### src/hdl/rbd_pkg.sv
// Shared constants and types for the RGB bilinear downscaler.
// No dependencies; used by rbd_step_div and rgb_bilinear_downscale_top.
package rbd_pkg;

    // Default geometry and fixed-point resolution
    localparam int MAX_WIDTH_DEF     = 256;
    localparam int MAX_HEIGHT_DEF    = 256;
    localparam int FRACTION_BITS_DEF = 8;

    // Fixed widths of the data path
    localparam int COORD_BITS = 8;
    localparam int CH_BITS    = 8;
    localparam int CHANNELS   = 3;
    localparam int PIXEL_BITS = CH_BITS * CHANNELS;
    localparam int SIZE_BITS  = 9;
    localparam int POS_BITS   = 16;
    localparam int STEP_W     = SIZE_BITS + POS_BITS;

    // Stream and register port widths
    localparam int IN_DATA_W  = 2 * COORD_BITS + PIXEL_BITS;
    localparam int OUT_DATA_W = 32;
    localparam int APB_DATA_W = 32;
    localparam int APB_ADDR_W = 4;

    // Size registers come out of reset at 256
    localparam logic [SIZE_BITS-1:0] SIZE_RESET = 9'd256;
    localparam int SIZE_RESET_INT = 256;
    localparam logic [STEP_W-1:0] STEP_RESET =
        STEP_W'(((SIZE_RESET_INT - 1) * 65536) / SIZE_RESET_INT);

    // Output queue depth (covers the pipeline with room to spare)
    localparam int OUT_DEPTH = 8;

    // Register indexes (paddr[3:2])
    localparam logic [1:0] REG_SOURCE_WIDTH  = 2'd0;
    localparam logic [1:0] REG_SOURCE_HEIGHT = 2'd1;
    localparam logic [1:0] REG_TARGET_WIDTH  = 2'd2;
    localparam logic [1:0] REG_TARGET_HEIGHT = 2'd3;

    typedef enum logic [1:0] {
        STATUS_OK      = 2'd0,
        STATUS_REFUSED = 2'd1,
        STATUS_OUTSIDE = 2'd2
    } rbd_status_t;

endpackage

### src/hdl/rbd_step_div.sv
// Restoring divider for one axis: step = ((src - 1) << 16) / dst, one bit a cycle.
// Depends on rbd_pkg.
module rbd_step_div
(
    input  logic                           clk,
    input  logic                           rst_n,
    input  logic                           start,
    input  logic [rbd_pkg::SIZE_BITS-1:0]  src_size,
    input  logic [rbd_pkg::SIZE_BITS-1:0]  dst_size,
    output logic [rbd_pkg::STEP_W-1:0]     step,
    output logic                           busy
);

    localparam int REM_W = rbd_pkg::SIZE_BITS + 1;
    localparam int CNT_W = $clog2(rbd_pkg::STEP_W + 1);

    logic [REM_W-1:0]           rem_reg, rem_next;
    logic [rbd_pkg::STEP_W-1:0] quo_reg, quo_next;
    logic [CNT_W-1:0]           cnt_reg, cnt_next;
    logic                       busy_reg, busy_next;
    logic [REM_W-1:0]           trial;
    logic                       fits;

    assign trial = {rem_reg[REM_W-2:0], quo_reg[rbd_pkg::STEP_W-1]};
    assign fits  = (trial >= {1'b0, dst_size});

    always_comb
    begin
        rem_next  = rem_reg;
        quo_next  = quo_reg;
        cnt_next  = cnt_reg;
        busy_next = busy_reg;
        if (start)
        begin
            rem_next  = '0;
            quo_next  = {src_size - 9'd1, {rbd_pkg::POS_BITS{1'b0}}};
            cnt_next  = CNT_W'(rbd_pkg::STEP_W);
            busy_next = 1'b1;
        end
        else if (busy_reg)
        begin
            // shift the next dividend bit in, subtract when the divisor fits
            rem_next  = fits ? (trial - {1'b0, dst_size}) : trial;
            quo_next  = {quo_reg[rbd_pkg::STEP_W-2:0], fits};
            cnt_next  = cnt_reg - CNT_W'(1);
            busy_next = (cnt_reg != CNT_W'(1));
        end
    end

    always_ff @(posedge clk or negedge rst_n)
    begin
        if (!rst_n)
        begin
            rem_reg  <= '0;
            quo_reg  <= rbd_pkg::STEP_RESET;
            cnt_reg  <= '0;
            busy_reg <= 1'b0;
        end
        else
        begin
            rem_reg  <= rem_next;
            quo_reg  <= quo_next;
            cnt_reg  <= cnt_next;
            busy_reg <= busy_next;
        end
    end

    assign step = quo_reg;
    assign busy = busy_reg;

endmodule

### config.mk
export PLATFORM = sky130hd
export DESIGN_NAME = rbd_step_div
export DESIGN_NICKNAME = d
export VERILOG_FILES = /design/src/hdl/rbd_pkg.sv /design/src/hdl/rbd_step_div.sv
export SDC_FILE = /design/constraint.sdc
export NUM_CORES = 1
export LEC_CHECK = 0
export BUFFER_PORTS_ARGS = -buffer_cell sky130_fd_sc_hd__buf_4
export CAP_MARGIN = 20
export CORE_MARGIN = 10
export CORE_UTILIZATION = 55
export DETAILED_ROUTE_END_ITERATION = 12
export GPL_TIMING_DRIVEN = 0
export PLACE_DENSITY = 0.87
export SYNTH_ARGS = -nofsm -noshare
export SYNTH_HDL_FRONTEND = slang
export SYNTH_SLANG_ARGS = --single-unit
### constraint.sdc
create_clock -name clk -period 5.2 [get_ports clk]
set_clock_uncertainty 0.15 [all_clocks]
set_input_delay 0 -clock clk [delete_from_list [all_inputs] [get_ports clk]]
set_output_delay 0 -clock clk [all_outputs]
set_load 0.02 [all_outputs]
# Yosys cells after proc, flatten, opt, wreduce, memory -nomap -nowiden
# Cells that the tools add are included.
# classes
add_sub_neg	3
n_lt_le_gt_ge	1
eq_ne	1
muxes	9
reduce_logical	1
# ops
operator	count
$mux W25	2
$mux W9	3
$ge A10 B9 Y1	1
$mux W5	2
$sub A9 B1 Y9 const B	1
$sub A9 B9 Y9	1
$ne A5 B1 Y1 const B	1
$sub A5 B1 Y5 const B	1
$mux W1	2
$reduce_bool A2 Y1	1
# totals
ff_bits	40
in_bits	21
output_inout_bits	26
elab_cells	19

# Depth between registers and ports, before layout
# Gate-level depths: netlist of run 1.
# depth
depth_word	4
depth_mapped	9
depth_no_buf	8

# Worst setup path before layout of run 1
# OpenSTA, ideal clock, no wires.
# synth_timing
kind	reg2reg
startpoint	reg quo_reg (netlist bit step[24])
endpoint	reg rem_reg[7]
setup_time_ns	0.135
arrival_ns	2.175
required_ns	4.915
path_slack_ns	2.740
stages_incl_launch_ff	10
n_path_buf	1
period_less_slack_ns	2.460
cell_sequence	dfrtp_1 > inv_1 > ha_1 > fa_1 > nand2b_1 > a211o_1 > a31o_1 > buf_6 > a32oi_1 > o31ai_1
# synth_via
elab_chain_len	4
word_cells_on_any_way	5
cone_classes	add/sub: 1; order compare: 1; mux: 3
# synth_rtl
item	line	rtl
from (decl)	rbd_step_div.sv:18	logic [rbd_pkg::STEP_W-1:0] quo_reg, quo_next;
from (signal assigned)	rbd_step_div.sv:55	quo_reg <= rbd_pkg::STEP_RESET;
from (signal assigned)	rbd_step_div.sv:62	quo_reg <= quo_next;
$sub A9 B9 Y9 or $ge A10 B9 Y1 (tied branches)	rbd_step_div.sv:43, rbd_step_div.sv:25	
$mux W9 *	rbd_step_div.sv:43	rem_next = fits ? (trial - {1'b0, dst_size}) : trial;
$mux W9 *	rbd_step_div.sv:40	else if (busy_reg)
$mux W9 *	rbd_step_div.sv:33	if (start)
to (signal assigned)	rbd_step_div.sv:61	rem_reg <= rem_next;
to (decl)	rbd_step_div.sv:17	logic [REM_W-1:0] rem_reg, rem_next;
# Every way passes the cells marked *; elsewhere a longest branch is shown, timed or not. The select of a mux whose other input is x is not followed.
# A chain may end at the register's enable or synchronous reset.

# Worst setup path in the final report of run 1
# Ends and elaborated chain as after synthesis.

==> results by group, run 1 <==
Power
  • Tot Pwr: 1040 uW
  • Pleak: 0.00158 uW
  • Peak supply drop: 158 uV
  • Power density over the cells: 332 nW/um^2

Drt
  • Routed vias: 2209
  • Antenna viol nets, final: 0
  • DRT iter0 DRCs: around 140
  • Drt via density: between 5 and 6
  • DR WL/cell: 16.9 um
  • DRT Pass-1 Iters: 4
  • DRC viols: 0
  • Final wirelength: 6.37 mm

Yosys
  • Synth async-reset ratio: 100%
  • Synth area leader: dfrtp_1
  • Synthesized area: ~2500 um^2
  • Main synth FF type: dfrtp_1
  • Post-synthesis cell count: around 260
  • Sequential fraction of the synthesis area: between 40% and 50%
  • Mapped Avg Cell Area: 9.71 um^2
  • Synth Register Bits: 40
  • Post-synth EDFFs: 0
  • Ys Warns: 0
  • Cell variety after synth: 51
  • Top cell type's share of synthesized area: 32.0%
  • Syn_nets: 292
  • Dominant cells by area after synthesis: dfrtp_1 32%, mux2i_1 8.8%, dfstp_2 8.4%, ha_1 6.0%, nor2_1 4.2%
  • Most frequent cell after synthesis: dfrtp_1
  • Synth cell count leaders: 32 x dfrtp_1, 28 x nor2_1, 22 x mux2i_1

CTS
  • Root Driver: clkbuf_8
  • Clock Pin Slew Worst Setup and Hold Paths: approximately 0.080 ns
  • Longest Clk Path Bufs: 2
  • Clock sinks: 40
  • Post-CTS setup buffers: 0
  • TritonCTS buffer count: 5
  • H-tree depth: 2
  • Clock latency on the worst-skew pair: ~0.29 ns
  • CTS tree: yes

Die
  • Die ar.: 7660 um^2
  • Core area: between 4000 and 5000 um^2
  • Die H: 87.5 um
  • Die X: 87.5 um
  • Starting density of the core: ~57%
  • Rows: 24
  • I/O pin count: 47

Timing
  • Fmax: 393 MHz
  • Final period utilization: 48.9%
  • Slew @ Worst Pin: 0.563 ns
  • RSZ-0062 raised after global routing: no
  • Final TNS setup: 0 ns
  • Setup violators final: 0
  • Final hold slack: 0.0404 ns
  • Worst rel slew slack: 61.5%
  • Min Tclk post-route: between 2 and 3 ns
  • Max-slew violation count: 0
  • Hold Vio Cnt, Final: 0

Critical path
  • Critical Path End Type: flip-flop
  • Kind of critical path: reg -> reg
  • CP Launch Type: flip-flop
  • Worst EP arrival: ~2.6 ns
  • R2R setup slack: 2.65 ns
  • Critical path required time: ~5.2 ns
  • Highest net fanout along the worst path: 9

Global routing
  • Initial antenna violation count: 0
  • Number of global-route vias before repair: about 2300
  • M1 GR Usage: 21.0%
  • GRT Util Overall: 17.5%
  • Largest net degree at the start of global routing: 41
  • Grt total ovfl: 0
  • Gr busiest metal: met2
  • First-pass GRT wire length: 10.9 mm
  • Grt met2 use: 29.2%
  • Global routing usage on met3: 4.49%

Min path
  • Min-delay worst type: in -> reg

Finish
  • Share of cells above drive strength 1: 23.5%
  • Max FFs per register: 25
  • # diodes: 0
  • # nets final: ~360
  • Fill count: 325
  • Final core utilization: 71.2%
  • P&R area growth vs syn: 24.5%

Run status
  • Status: completed

Place
  • Final GP Congestion: 0.784
  • Buffers on Ports: 45
  • Dpl hpwl: around 4.5 mm

Job
  • Maxcap violations: 0
==> per-stage QoR <==
| stage | area, um^2 | std cells | setup WS (ns) |
|---|---|---|---|
| after global placement | 2910 | 355 | 2.76 |
| final | 3120 | 376 | 2.65 |
| after CTS | 3120 | 376 | 2.67 |
| after global routing | 3120 | 376 | 2.47 |
| after detailed placement | 2910 | 355 | 2.69 |
| after floorplan | 2510 | 258 | 2.74 |
==> final timing paths <==
check	start	to	depth (start not counted)
min in group asynchronous	rst_n	step[6]	2
max in group asynchronous	rst_n	step[10]	2
worst min register to register	cnt_reg[4]	cnt_reg[4]	2
worst min-delay path	start	rem_reg[7]	3
worst max register to register	step[24]	rem_reg[7]	9
worst max-delay path	step[24]	rem_reg[7]	9
==> final cells by class <==
type	instances	area [um^2]	share of cell area [%]
buffer	14	72.6	2.33
clock buffer	7	76.3	2.45
clock inverter	1	5.00	0.160
inverter	16	60.1	1.92
multi-input combinational	188	1360	43.7
sequential	40	1010	32.4
tap	52	65.1	2.09
timing repair buffer	58	468	15.0
==> worst max-delay path: stages, from the launching register on <==
cell	delay, ns
dfrtp_1	0.39
inv_1	0.07
ha_1	0.20
fa_1	0.40
nand2b_1	0.18
a211o_1	0.37
a31o_1	0.22
buf_6	0.14
a32oi_1	0.19
o31ai_1	0.09
==> per-layer routing <==
layer | vias up | wire length, um | share of wire [%]
met5 | - | 0 | 0
met4 | 0 | 121 | 1.9
met3 | 15 | 337 | 5.3
met2 | 73 | 3260 | 51
met1 | 1079 | 2650 | 42
li1 | 1042 | - | -
==> logic make-up after synthesis <==
logic type      Yosys count  share of synthesized area, %
buf+inv                  30                          5.29
xor+xnor                 14                          4.89
compound gates           55                          16.7
fa+ha+maj                13                          6.79
simple gates             84                          17.2
flops                    40                          40.3
mux                      22                          8.79
==> power breakdown <==
part,total [uW],internal [uW],switching (uW),leakage (uW)
logic,440,193,247,0.00105
clock network,200,94.2,106,0.0000422
registers,396,353,42.8,0.000489
total,1040,641,395,0.00158
==> layout by cell type, fill, tap and decap left out, drive strengths merged, types with 3 or more instances in the layout <==
cell and instances:
buf 52, a21oi 11, nor2 29, xor2 7, nor2b 3, nand2b 8, a211o 3, nor3 5
a31oi 4, nand3 7, dfstp 8, a311oi 7, clkbuf 14, xnor2 7, dlygate4sd3 13, nand2 16
a211oi 6, ha 12, dfrtp 32, nor3b 3, inv 16, o21ai 11, mux2i 22
==> repair_timing <==
action                                 in CTS  in global routing
resized for setup                           0                  0
endpoints found under the hold margin      49                  0
setup endpoints to repair                   0                  0
hold buffers                               13                  0
Note: power is estimated with default switching activity, not from simulation.
==> run 2, diff against run 1 <==
--- a/config.mk
+++ b/config.mk
@@ -8,10 +8,10 @@
 export BUFFER_PORTS_ARGS = -buffer_cell sky130_fd_sc_hd__buf_4
 export CAP_MARGIN = 20
 export CORE_MARGIN = 10
-export CORE_UTILIZATION = 55
+export CORE_UTILIZATION = 50
 export DETAILED_ROUTE_END_ITERATION = 12
 export GPL_TIMING_DRIVEN = 0
-export PLACE_DENSITY = 0.87
+export PLACE_DENSITY = 0.84
 export SYNTH_ARGS = -nofsm -noshare
 export SYNTH_HDL_FRONTEND = slang
 export SYNTH_SLANG_ARGS = --single-unit
==> constraint.sdc (replaced) <==
create_clock -name clk -period 2.1 [get_ports clk]
set_clock_uncertainty 0.15 [all_clocks]
set_input_delay 0 -clock clk [delete_from_list [all_inputs] [get_ports clk]]
set_output_delay 0 -clock clk [all_outputs]
set_load 0.02 [all_outputs]
==> results by group, run 2 (synthesis results as in run 1) <==
Run status
  • Status: finished, violations left (was completed)
  • Violated checks: setup timing

Die
  • Die ar.: 8240 um^2 (was 7660 um^2)
  • Rows: 25 (was 24)
  • Core area: 4790 um^2 (was 4380 um^2)
  • Die H: 90.8 um (was 87.5 um)
  • Die X: 90.8 um (was 87.5 um)
  • Starting density of the core: 52.4% (was 57.2%)
  • I/O pin count: 47 (unchanged)

Finish
  • # nets final: 361 (was 357)
  • Commonest cells after routing, fill and taps aside: 49 x buf_4, 31 x dfrtp_1, 28 x nor2_1 (was 45 x buf_4, 32 x dfrtp_1, 28 x nor2_1)
  • # diodes: 0 (unchanged)
  • P&R area growth vs syn: 32.5% (was 24.5%)
  • Cell area after layout: 3320 um^2 (was 3120 um^2)
  • Share of cells above drive strength 1: 30.8% (was 23.5%)
  • Fill count: 350 (was 325)
  • Max FFs per register: 25 (unchanged)
  • Leading cell type in the layout, fill and taps excluded: buf_4 (unchanged)

Timing
  • RSZ-0062 raised after global routing: yes (was no)
  • Setup violators final: 10 (was 0)
  • Fin worst setup slack: -0.264 ns (was 2.65 ns)
  • Max-slew violation count: 0 (unchanged)
  • Hold Vio Cnt, Final: 0 (unchanged)
  • Slew @ Worst Pin: 0.584 ns (was 0.563 ns)
  • Min Tclk post-route: 2.36 ns (was 2.55 ns)
  • Worst rel slew slack: 61.1% (was 61.5%)
  • Fmax: 423 MHz (was 393 MHz)
  • Final period utilization: 113% (was 48.9%)

Critical path
  • Worst EP arrival: 2.38 ns (was 2.55 ns)
  • Critical Path End Type: flip-flop (unchanged)
  • Crit path cell chain: inv_2 > ha_4 > fa_2 > nand2b_4 > a211o_4 > a31o_1 > buf_6 > a32oi_2 > o31ai_2 (was inv_1 > ha_1 > fa_1 > nand2b_1 > a211o_1 > a31o_1 > buf_6 > a32oi_1 > o31ai_1)
  • Critical path required time: 2.11 ns (was 5.21 ns)
  • Kind of critical path: reg -> reg (unchanged)
  • CP top delay family: compound AO/OA/AOI/OAI gates (unchanged)
  • R2R setup slack: -0.26 ns (was 2.65 ns)
  • Worst Path Buf+Inv: 2 (unchanged)
  • Worst reg2reg path depth: 9 (unchanged)
  • Crit-path slowest cell: dfrtp_2 (was fa_1)
  • Highest net fanout along the worst path: 9 (unchanged)
  • RR Startpoint: step[24] (unchanged)
  • Slowest cell delay on critical path: 0.37 ns (was 0.40 ns)
  • CP Launch Type: flip-flop (unchanged)
  • Worst r2r dst: rem_reg[7] (unchanged)

Job
  • Maxcap violations: 0 (unchanged)

Drt
  • Antenna viol nets, final: 0 (unchanged)
  • DRT iter0 DRCs: 174 (was 141)
  • DRC viols: 0 (unchanged)
  • Routed vias: 2195 (was 2209)
  • DR WL/cell: 16.7 um (was 16.9 um)
  • Drt via density: 5.56 (was 5.88)
  • DRT Pass-1 Iters: 4 (unchanged)
  • Final wirelength: 6.59 mm (was 6.37 mm)

Global routing
  • Number of global-route vias before repair: 2217 (was 2308)
  • Initial antenna violation count: 0 (unchanged)
  • First-pass GRT wire length: 10.7 mm (was 10.9 mm)
  • GRT Util Overall: 15.2% (was 17.5%)
  • Largest net degree at the start of global routing: 41 (unchanged)
  • Grt total ovfl: 0 (unchanged)

Power
  • Peak supply drop: 503 uV (was 158 uV)
  • Pleak: 0.00164 uW (was 0.00158 uW)
  • Sw frac: 38.5% (was 38.2%)
  • Clock Power Share: 19.3% (about the same)
  • Int Pwr: 1690 uW (was 641 uW)
  • Sw Pwr: 1060 uW (was 395 uW)
  • Combinational Power Share: 45.0% (was 42.4%)
  • Sequential share of power: 35.7% (was 38.2%)
  • Power density over the cells: 827 nW/um^2 (was 332 nW/um^2)

Place
  • Final GP Congestion: 0.792 (was 0.784)
  • DP Area: 2960 um^2 (was 2910 um^2)
  • Place WS: -0.387 ns (was 2.69 ns)
  • Buffers on Ports: 45 (unchanged)
  • Dpl hpwl: 4.45 mm (was 4.50 mm)

CTS
  • CTS tree: yes (unchanged)
  • TritonCTS buffer count: 5 (unchanged)
  • Clock Pin Slew Worst Setup and Hold Paths: 0.08 ns (about the same)
  • H-tree depth: 2 (unchanged)
  • Root Driver: clkbuf_8 (unchanged)
  • Clock latency on the worst-skew pair: 0.29 ns (about the same)
  • Clock sinks: 40 (unchanged)
  • Longest Clk Path Bufs: 2 (unchanged)

Min path
  • Min-delay worst type: in -> async (was in -> reg)
==> run 2: cell types whose count changed in the layout (fill, tap and decap cells not counted), sizes merged <==
cell,previous run,this run
buf,52,56
clkinvlp,0,1
clkinv,1,0
==> run 2: worst max-delay path by stage <==
stage	depth (start not counted)	startpoint	end	slack, ns
2_1_floorplan	9	step[24]	rem_reg[7]	-0.27
3_3_place_gp	9	step[24]	rem_reg[7]	-0.31
3_5_place_dp	9	step[24]	rem_reg[7]	-0.39
4_1_cts	6	rem_reg[1]	rem_reg[7]	-0.29
5_1_grt	9	step[24]	rem_reg[7]	-0.36
6_report	9	step[24]	rem_reg[7]	-0.26
==> run 2: layer usage <==
| metal | routed length (um) | track usage, % | up-vias |
|---|---|---|---|
| li1 | - | - | 1050 |
| met2 | 3480 | 26.8 | 47 |
| met5 | 0 | 0 | - |
| met1 | 2750 | 18.1 | 1094 |
| met3 | 312 | 3.82 | 4 |
| met4 | 47 | 3.39 | 0 |
==> run 2: power groups by stage <==
stage | clock (uW) | sequential (uW) | combinational, uW
after floorplan | 0 | 1000 | 774
after global placement | 0 | 987 | 1040
after detailed placement | 0 | 989 | 1080
after CTS | 535 | 976 | 1150
after global routing | 571 | 992 | 1340
final | 530 | 979 | 1240
==> run 2: what timing repair did <==
action | 4_1_cts | 5_1_grt
pin swaps | 3 | 10
hold buffers | 14 | 0
setup endpoints to repair | 10 | 12
cloned | 0 | 0
buffers inserted | 4 | 0
resized for setup | 4 | 13
hold endpoints to repair | 49 | 0
==> run 2: cell type report <==
class | instances | area, um^2 | share of cell area (%)
Multi-Input combinational cell | 188 | 1500 | 45.2
Sequential cell | 40 | 1010 | 30.5
Timing Repair Buffer | 62 | 498 | 15.0
Clock buffer | 7 | 86.3 | 2.60
Tap cell | 67 | 83.8 | 2.53
Buffer | 14 | 72.6 | 2.19
Inverter | 16 | 60.1 | 1.81
Clock inverter | 1 | 7.51 | 0.226
==> run 2: stage by stage <==
stage          cells  utilization, %  hold slack (ns)  power (uW)  TNS, ns
6_report         395            69.4           0.0628        2750    -1.80
3_5_place_dp     370            61.9           -0.148        2070    -2.50
2_1_floorplan    258               -           -0.446        1780    -1.99
5_1_grt          395            69.4            0.115        2900    -2.86
3_3_place_gp     370            61.9           -0.151        2030    -2.20
4_1_cts          396            68.1           0.0347        2670    -1.79
